### config.mk
export PLATFORM = sky130hd
export DESIGN_NAME = axis_pulse_quantizer_top
export DESIGN_NICKNAME = d
export VERILOG_FILES = /design/src/rtl/apq_pkg.sv /design/src/rtl/axis_pulse_quantizer_top.sv
export SDC_FILE = /design/constraint.sdc
export NUM_CORES = 2
export LEC_CHECK = 0
export BUFFER_PORTS_ARGS = -buffer_cell sky130_fd_sc_hd__clkbuf_2
export CORE_MARGIN = 4
export CORE_UTILIZATION = 39
export DETAILED_ROUTE_END_ITERATION = 8
export PLACE_DENSITY = 0.59
export SETUP_SLACK_MARGIN = 0.5
export SKIP_LAST_GASP = 1
export SYNTH_ARGS = -nofsm -noshare
export SYNTH_HDL_FRONTEND = slang
export SYNTH_SLANG_ARGS = --single-unit
### constraint.sdc
create_clock -name clk -period 21.4 [get_ports clk]
set_clock_uncertainty 0.15 [all_clocks]
set_input_delay 3.21 -clock clk [delete_from_list [all_inputs] [get_ports clk]]
set_output_delay 3.21 -clock clk [all_outputs]
set_load 0.02 [all_outputs]
### src/rtl/apq_pkg.sv
`default_nettype none
package apq_pkg;

  // field widths of the stream and register items
  localparam int FIELD_W = 32;
  localparam int MAG_W   = 31;
  localparam int PPM_W   = 24;
  localparam int CHUNK_W = 16;
  localparam int FRAC_W  = 17;
  localparam int DIFF_W  = 33;
  localparam int DIGIT_W = 8;
  localparam int PROD_W  = DIFF_W + DIGIT_W + 1;
  localparam int SUM_W   = 58;
  localparam int WHOLE_W = SUM_W - 24;
  localparam int DOM_W   = 2;

  // sequencer state codes
  typedef logic [3:0] state_t;
  localparam state_t ST_IDLE  = 4'd0;
  localparam state_t ST_DIFF  = 4'd1;
  localparam state_t ST_MUL   = 4'd2;
  localparam state_t ST_SUM   = 4'd3;
  localparam state_t ST_QUANT = 4'd4;
  localparam state_t ST_CMP   = 4'd5;
  localparam state_t ST_CPREP = 4'd6;
  localparam state_t ST_DCHK  = 4'd7;
  localparam state_t ST_DIV   = 4'd8;
  localparam state_t ST_DONE  = 4'd9;

endpackage
`default_nettype wire

### src/rtl/axis_pulse_quantizer_top.sv
`default_nettype none
// channel  | dir | handshake                  | payload
// s_axis   | in  | s_tvalid / s_tready        | s_tdata: target, current, missed per axis
// m_axis   | out | m_tvalid / m_tready        | m_tdata: pulses, negative, dominant, chunks
// apb      | in  | psel, penable, pwrite      | paddr / pwdata / prdata, pready tied high
//
// each move passes through the shared 33x8 shift-add multiplier (three digit
// steps per axis) and the bit-serial 16-step chunk divider; a new move is
// taken only after the sequencer has gone back to idle
// s_tready is high only while the sequencer is idle; a finished result waits
// in the output register, so the next move is taken while it is pending
// rst clears the sequencer, the fraction carries and the registers to defaults
module axis_pulse_quantizer_top import apq_pkg::*; #(
  parameter int AXES = 3
) (
  input  wire logic                      clk,
  input  wire logic                      rst,
  // s_tdata fields from bit 0: target per axis, current per axis, missed per axis
  input  wire logic [3*AXES*FIELD_W-1:0] s_tdata,
  input  wire logic                      s_tvalid,
  output logic                           s_tready,
  // m_tdata fields from bit 0: pulses per axis, negative per axis, dominant_axis,
  // dominant_pulses, chunk_count, zero padding
  output logic [((AXES*(MAG_W+1)+DOM_W+MAG_W+CHUNK_W+7)/8)*8-1:0] m_tdata,
  output logic                           m_tvalid,
  input  wire logic                      m_tready,
  input  wire logic                      psel,
  input  wire logic                      penable,
  input  wire logic                      pwrite,
  input  wire logic [$clog2(4*(AXES+1))-1:0] paddr,
  input  wire logic [31:0]               pwdata,
  output logic [31:0]                    prdata,
  output logic                           pready
);

  localparam int AW      = (AXES > 1) ? $clog2(AXES) : 1;
  localparam int PA_W    = $clog2(4*(AXES+1));
  localparam int IDX_W   = PA_W - 2;
  localparam int OUT_BITS = AXES*(MAG_W+1) + DOM_W + MAG_W + CHUNK_W;
  localparam int OUT_W   = ((OUT_BITS + 7) / 8) * 8;
  localparam int NEG_LO  = AXES*MAG_W;
  localparam int DAX_LO  = NEG_LO + AXES;
  localparam int DMAG_LO = DAX_LO + DOM_W;
  localparam int CHK_LO  = DMAG_LO + MAG_W;
  localparam logic [DOM_W-1:0] NONE_AXIS = DOM_W'(AXES);
  localparam logic [AW-1:0] LAST_AXIS = AW'(AXES-1);

  // registers
  logic [PPM_W-1:0]          ppm [AXES];
  logic [CHUNK_W-1:0]        chunk_pulses;
  logic signed [FRAC_W-1:0]  carry [AXES];
  logic [3*AXES*FIELD_W-1:0] in_reg;
  state_t                    state;
  logic [AW-1:0]             axis;
  logic [1:0]                dig;
  logic signed [DIFF_W-1:0]  diff;
  logic signed [SUM_W-1:0]   acc;
  logic signed [SUM_W-1:0]   sum;
  logic [MAG_W-1:0]          cur_mag;
  logic [MAG_W-1:0]          lane_mag [AXES];
  logic                      lane_neg [AXES];
  logic [MAG_W-1:0]          dom_mag;
  logic [DOM_W-1:0]          dom_axis;
  logic [31:0]               num;
  logic [CHUNK_W-1:0]        rem;
  logic [CHUNK_W-1:0]        quot;
  logic [3:0]                div_cnt;
  logic                      chunk_sat;

  // combinational datapath
  logic [IDX_W-1:0]          cfg_idx;
  logic                      cfg_wr;
  logic [CHUNK_W-1:0]        chunk_eff;
  logic signed [FIELD_W-1:0] tgt_sel;
  logic signed [FIELD_W-1:0] cur_sel;
  logic signed [FIELD_W-1:0] mis_sel;
  logic [DIGIT_W-1:0]        digit;
  logic signed [PROD_W-1:0]  prod;
  logic [SUM_W-1:0]          mag_full;
  logic [WHOLE_W-1:0]        whole_mag;
  logic [CHUNK_W-1:0]        rem16;
  logic [CHUNK_W:0]          trial;
  logic                      trial_ge;
  logic [OUT_W-1:0]          out_pack;

  assign pready  = 1'b1;
  assign cfg_idx = paddr[PA_W-1:2];
  assign cfg_wr  = psel && penable && pwrite && pready;
  assign chunk_eff = (chunk_pulses == '0) ? CHUNK_W'(1) : chunk_pulses;
  assign s_tready = (state == ST_IDLE);

  // register read mux
  always_comb begin
    prdata = '0;
    if (int'(cfg_idx) < AXES) begin
      prdata = 32'(ppm[cfg_idx[AW-1:0]]);
    end else if (int'(cfg_idx) == AXES) begin
      prdata = 32'(chunk_pulses);
    end
  end

  // operand select for the current axis
  assign tgt_sel = $signed(in_reg[FIELD_W*int'(axis) +: FIELD_W]);
  assign cur_sel = $signed(in_reg[FIELD_W*(AXES+int'(axis)) +: FIELD_W]);
  assign mis_sel = $signed(in_reg[FIELD_W*(2*AXES+int'(axis)) +: FIELD_W]);
  assign digit   = ppm[axis][DIGIT_W*int'(dig) +: DIGIT_W];

  // shared multiplier: difference times one rate digit
  assign prod = diff * $signed({1'b0, digit});

  // truncation toward zero through the magnitude
  assign mag_full  = sum[SUM_W-1] ? SUM_W'(-sum) : SUM_W'(sum);
  assign whole_mag = mag_full[SUM_W-1:24];
  assign rem16     = mag_full[23:8];

  // restoring divider step
  assign trial    = {rem, quot[CHUNK_W-1]};
  assign trial_ge = (trial >= {1'b0, chunk_eff});

  // result packing
  always_comb begin
    out_pack = '0;
    for (int i = 0; i < AXES; i++) begin
      out_pack[MAG_W*i +: MAG_W] = lane_mag[i];
      out_pack[NEG_LO + i]       = lane_neg[i];
    end
    out_pack[DAX_LO +: DOM_W]    = dom_axis;
    out_pack[DMAG_LO +: MAG_W]   = dom_mag;
    out_pack[CHK_LO +: CHUNK_W]  = chunk_sat ? {CHUNK_W{1'b1}} : quot;
  end

  // configuration registers
  always_ff @(posedge clk) begin
    if (rst) begin
      for (int i = 0; i < AXES; i++) begin
        ppm[i] <= PPM_W'(256);
      end
      chunk_pulses <= CHUNK_W'(1);
    end else if (cfg_wr) begin
      if (int'(cfg_idx) < AXES) begin
        ppm[cfg_idx[AW-1:0]] <= pwdata[PPM_W-1:0];
      end else if (int'(cfg_idx) == AXES) begin
        chunk_pulses <= pwdata[CHUNK_W-1:0];
      end
    end
  end

  // sequencer and control state
  always_ff @(posedge clk) begin
    if (rst) begin
      state    <= ST_IDLE;
      m_tvalid <= 1'b0;
      for (int i = 0; i < AXES; i++) begin
        carry[i] <= '0;
      end
    end else begin
      // the done state drives m_tvalid itself
      if (m_tvalid && m_tready && state != ST_DONE) begin
        m_tvalid <= 1'b0;
      end
      unique case (state)
        ST_IDLE: begin
          if (s_tvalid) begin
            state <= ST_DIFF;
          end
        end
        ST_DIFF: begin
          state <= ST_MUL;
        end
        ST_MUL: begin
          if (dig == 2'd0) begin
            state <= ST_SUM;
          end
        end
        ST_SUM: begin
          state <= ST_QUANT;
        end
        ST_QUANT: begin
          carry[axis] <= sum[SUM_W-1] ? -$signed({1'b0, rem16}) : $signed({1'b0, rem16});
          state <= ST_CMP;
        end
        ST_CMP: begin
          state <= (axis == LAST_AXIS) ? ST_CPREP : ST_DIFF;
        end
        ST_CPREP: begin
          state <= ST_DCHK;
        end
        ST_DCHK: begin
          state <= ST_DIV;
        end
        ST_DIV: begin
          if (div_cnt == 4'd15) begin
            state <= ST_DONE;
          end
        end
        ST_DONE: begin
          if (!m_tvalid || m_tready) begin
            m_tvalid <= 1'b1;
            state    <= ST_IDLE;
          end
        end
        default: begin
          state <= ST_IDLE;
        end
      endcase
    end
  end

  // datapath registers
  always_ff @(posedge clk) begin
    case (state)
      ST_IDLE: begin
        in_reg   <= s_tdata;
        axis     <= '0;
        dom_mag  <= '0;
        dom_axis <= NONE_AXIS;
      end
      ST_DIFF: begin
        diff <= DIFF_W'(tgt_sel) - DIFF_W'(cur_sel);
        acc  <= '0;
        dig  <= 2'd2;
      end
      ST_MUL: begin
        acc <= (acc <<< DIGIT_W) + SUM_W'(prod);
        dig <= dig - 2'd1;
      end
      ST_SUM: begin
        sum <= acc + (SUM_W'(mis_sel) <<< 16) + (SUM_W'(carry[axis]) <<< 8);
      end
      ST_QUANT: begin
        cur_mag        <= (|whole_mag[WHOLE_W-1:MAG_W]) ? {MAG_W{1'b1}}
                                                        : whole_mag[MAG_W-1:0];
        lane_mag[axis] <= (|whole_mag[WHOLE_W-1:MAG_W]) ? {MAG_W{1'b1}}
                                                        : whole_mag[MAG_W-1:0];
        lane_neg[axis] <= sum[SUM_W-1] || (whole_mag == '0);
      end
      ST_CMP: begin
        if (cur_mag > dom_mag) begin
          dom_mag  <= cur_mag;
          dom_axis <= DOM_W'(axis);
        end
        axis <= axis + AW'(1);
      end
      ST_CPREP: begin
        num <= 32'(dom_mag) + 32'(chunk_eff) - 32'd1;
      end
      ST_DCHK: begin
        chunk_sat <= (num[31:16] >= chunk_eff);
        rem       <= num[31:16];
        quot      <= num[15:0];
        div_cnt   <= '0;
      end
      ST_DIV: begin
        rem     <= trial_ge ? CHUNK_W'(trial - {1'b0, chunk_eff}) : trial[CHUNK_W-1:0];
        quot    <= {quot[CHUNK_W-2:0], trial_ge};
        div_cnt <= div_cnt + 4'd1;
      end
      ST_DONE: begin
        if (!m_tvalid || m_tready) begin
          m_tdata <= out_pack;
        end
      end
      default: begin
      end
    endcase
  end

  // checks
  a_busy_after_accept: assert property (@(posedge clk) disable iff (rst)
    s_tvalid && s_tready |=> !s_tready)
    else $error("input accepted while a move is in progress");

  a_div_rem_bound: assert property (@(posedge clk) disable iff (rst)
    state == ST_DIV && !chunk_sat |-> rem < chunk_eff)
    else $error("divider remainder not below chunk size");

  a_none_means_zero: assert property (@(posedge clk) disable iff (rst)
    m_tvalid |-> ((m_tdata[DAX_LO +: DOM_W] == NONE_AXIS) ==
                  (m_tdata[DMAG_LO +: MAG_W] == '0)))
    else $error("dominant axis and dominant pulses disagree");

  a_chunks_bounded: assert property (@(posedge clk) disable iff (rst)
    m_tvalid |-> 31'(m_tdata[CHK_LO +: CHUNK_W]) <= m_tdata[DMAG_LO +: MAG_W])
    else $error("chunk count exceeds dominant pulses");

  a_zero_is_negative: assert property (@(posedge clk) disable iff (rst)
    m_tvalid && (m_tdata[MAG_W-1:0] == '0) |-> m_tdata[NEG_LO])
    else $error("zero count without direction bit");

endmodule
`default_nettype wire

==> results_dict.tcl <==
set metrics [dict create \
    outcome "finished, final reports clean" \
    max-cap-violations 0 \
    final.period_utilization 0.4576 \
    setup_violations 0 \
    drv_slew 0 \
    async_flop_share 0 \
    r2r-end "acc[57]" \
    wl_per_cell_um 20.43 \
    synthesis.area_mm2 0.05778 \
    crit_slowest_cell "a2111oi_0" \
    avgSynthCellArea_um2 12.60 \
    start_util 0.3945 \
    htreeDepth 3 \
    syn2layout_area_growth_pct 14.90 \
    grt_use_total 0.1864 \
    synth.most_common_cell "edfxtp_1" \
    worstPathRequired_ps 21740 \
    grt_use_met2 0.3056 \
    antenna_found_initial 12 \
    routabilityCongestion 0.8887 \
    end_kind "flop" \
    cts_tree "yes" \
    synthTopCellsByCount "979 x edfxtp_1, 497 x inv_1, 445 x nand2_1" \
    drc 0 \
    holdWs_ps 264.5 \
    worstSetupPathType "flop to flop" \
    ant_nets 0 \
    ys_warn_count 0 \
    synth_area_leaders "edfxtp_1 51%, fa_1 10%, ha_1 6.7%, mux4_2 4.7%, inv_1 3.2%" \
    ys_ff_latch 1002 \
    dp_hpwl_mm 111.8 \
    cp_cell_sequence "buf_4, mux4_2, mux2i_1, o22ai_4, nand2_1, fa_1, inv_1, fa_1, fa_1, fa_1, inv_1, fa_1, inv_1, ha_1, a21oi_1, a21oi_1, a211oi_1, o211ai_1, a2111oi_0, nor3_1, o21ai_0, o311ai_0, xnor2_1, nor2_1" \
    grt_max_degree 188 \
    grt_pass1_wl_mm 218.1 \
    placed_cell_area_mm2 0.06260 \
    setup_tns_ps 0 \
    fp-row-count 140 \
    synth_edf_count 979 \
    drt_iter0_drc 2319 \
    nets 6037 \
    chipWidth_um 392.9 \
    crit_path_max_fanout 33 \
    hp-start "lane_mag[1][9]" \
    reg2reg_depth 24 \
    die_h_um 392.9 \
    hold_depth 0 \
    gr-total-overflow 0 \
    vias_per_cell 5.093 \
    fmax_ghz 0.1021 \
    yosys.area.top_type "edfxtp_1" \
    vias 36220 \
    ff_latch_area_mm2 0.02986 \
    cts_resized 0 \
    layout-drive-gt1-share 0.1716 \
    clkSinkCount 1002 \
    multi_input_area_mm2 0.02570 \
    clockBufferDepth 3 \
    synthFlopType "edfxtp_1" \
    top_usage_layer "met2" \
    portBuffers 491 \
    arrival_ps 10130 \
    grt_pass1_vias 36340 \
    largest_reg_flops 288 \
    rrSetupSlack_ps 11610 \
    fp.coreArea_mm2 0.1464 \
    synth_cell_types 84 \
    clkLatencyLatePin_ps 800 \
    postLayoutCoreUtil 0.4533 \
    synth_sequential_area_ratio 0.5168 \
    slew_headroom 0.1795 \
    grt_setup_unrepaired "no" \
    hold_viol_final 0 \
    clock-root-buffer "clkbuf_16" \
    grt_use_met1 0.2493 \
    clk_pin_slew_worst_paths_ps 60 \
    synthCells 4587 \
    boundaryPins 518 \
    synth_top_area_share 0.5088 \
    hold_end "m_tdata[40]" \
    dr.pass1.iters 8 \
    design_area_mm2 0.06639 \
    cts_setup_buffers 0 \
    crit_top_cell "fa_1" \
    cts_inserted_buffers 108 \
    worst_pin_slew_ps 1218 \
    min_period_ps 9792 \
    fillers 13290 \
    hold_path.class "flop to flop" \
    cp-start-kind "flop" \
    finalWirelength_mm 145.3 \
    die-area_mm2 0.1544 \
    max_stage_delay_ps 1080 \
    grtUsageMet3 0.03828 \
    ctsHoldBuffers 0 \
]
==> critical path: cells and delay by family, from the launching register on <==
| kind | cells | cell delay (ps) |
|---|---|---|
| mux | 2 | 490 |
| xor+xnor | 1 | 220 |
| simple gates | 3 | 440 |
| buf+inv | 4 | 720 |
| compound gates | 8 | 3710 |
| flops | 1 | 750 |
| fa+ha+maj | 6 | 2890 |
==> per-stage QoR <==
step,setup WS [ps],cells
final,11610,7113
after global routing,11020,7109
after CTS,11450,7109
after detailed placement,11520,6904
after global placement,11510,6904
after floorplan,11300,4625
==> logic make-up after synthesis <==
kind of cell / after synthesis / share of synthesized area
buffers and inverters: 664 / 0.04422
AO/OA/AOI/OAI: 682 / 0.07395
XOR/XNOR: 197 / 0.02986
adder cells (fa/ha/maj): 609 / 0.1710
multiplexers: 191 / 0.05932
flip-flops: 1002 / 0.5168
AND/OR/NAND/NOR: 1240 / 0.1047
other: 2 / 0.0001300
==> worst max-delay path by stage <==
stage / startpoint / endpoint / cells after the start
2_1_floorplan: m_tready / m_tdata[0] / 2
3_3_place_gp: flop / acc[57] / 22
3_5_place_dp: flop / acc[57] / 24
4_1_cts: flop / acc[57] / 22
5_1_grt: flop / acc[57] / 24
6_report: flop / acc[57] / 24
==> cell usage in the layout, fill, tap and decap left out, types with 178 or more instances in the layout <==
cell      count
nand2_1     445
inv_1       496
a21oi_1     190
edfxtp_1    979
and2_1      198
clkbuf_2    491
o21ai_0     178
ha_1        308
fa_1        301
nor2_1      217
==> cell type report <==
class / count / area share
clock buffer: 129 / 0.04250
multi-input combinational: 2959 / 0.3871
antenna: 4 / 0.0001508
timing repair buffer: 528 / 0.04158
clock inverter: 76 / 0.01447
sequential: 1002 / 0.4498
inverter: 498 / 0.02827
tap: 1917 / 0.03613
==> routing by layer <==
metal  vias to the layer above  routed length (um)
met3                       177                8916
met1                     17760               63050
met4                        12                4479
li1                      17250                   -
met2                      1023               68820
met5                         -                  81
Power is left out: the tool's default activity adds up to more than one toggle a clock period on the data nets, which glitch-free logic cannot reach.
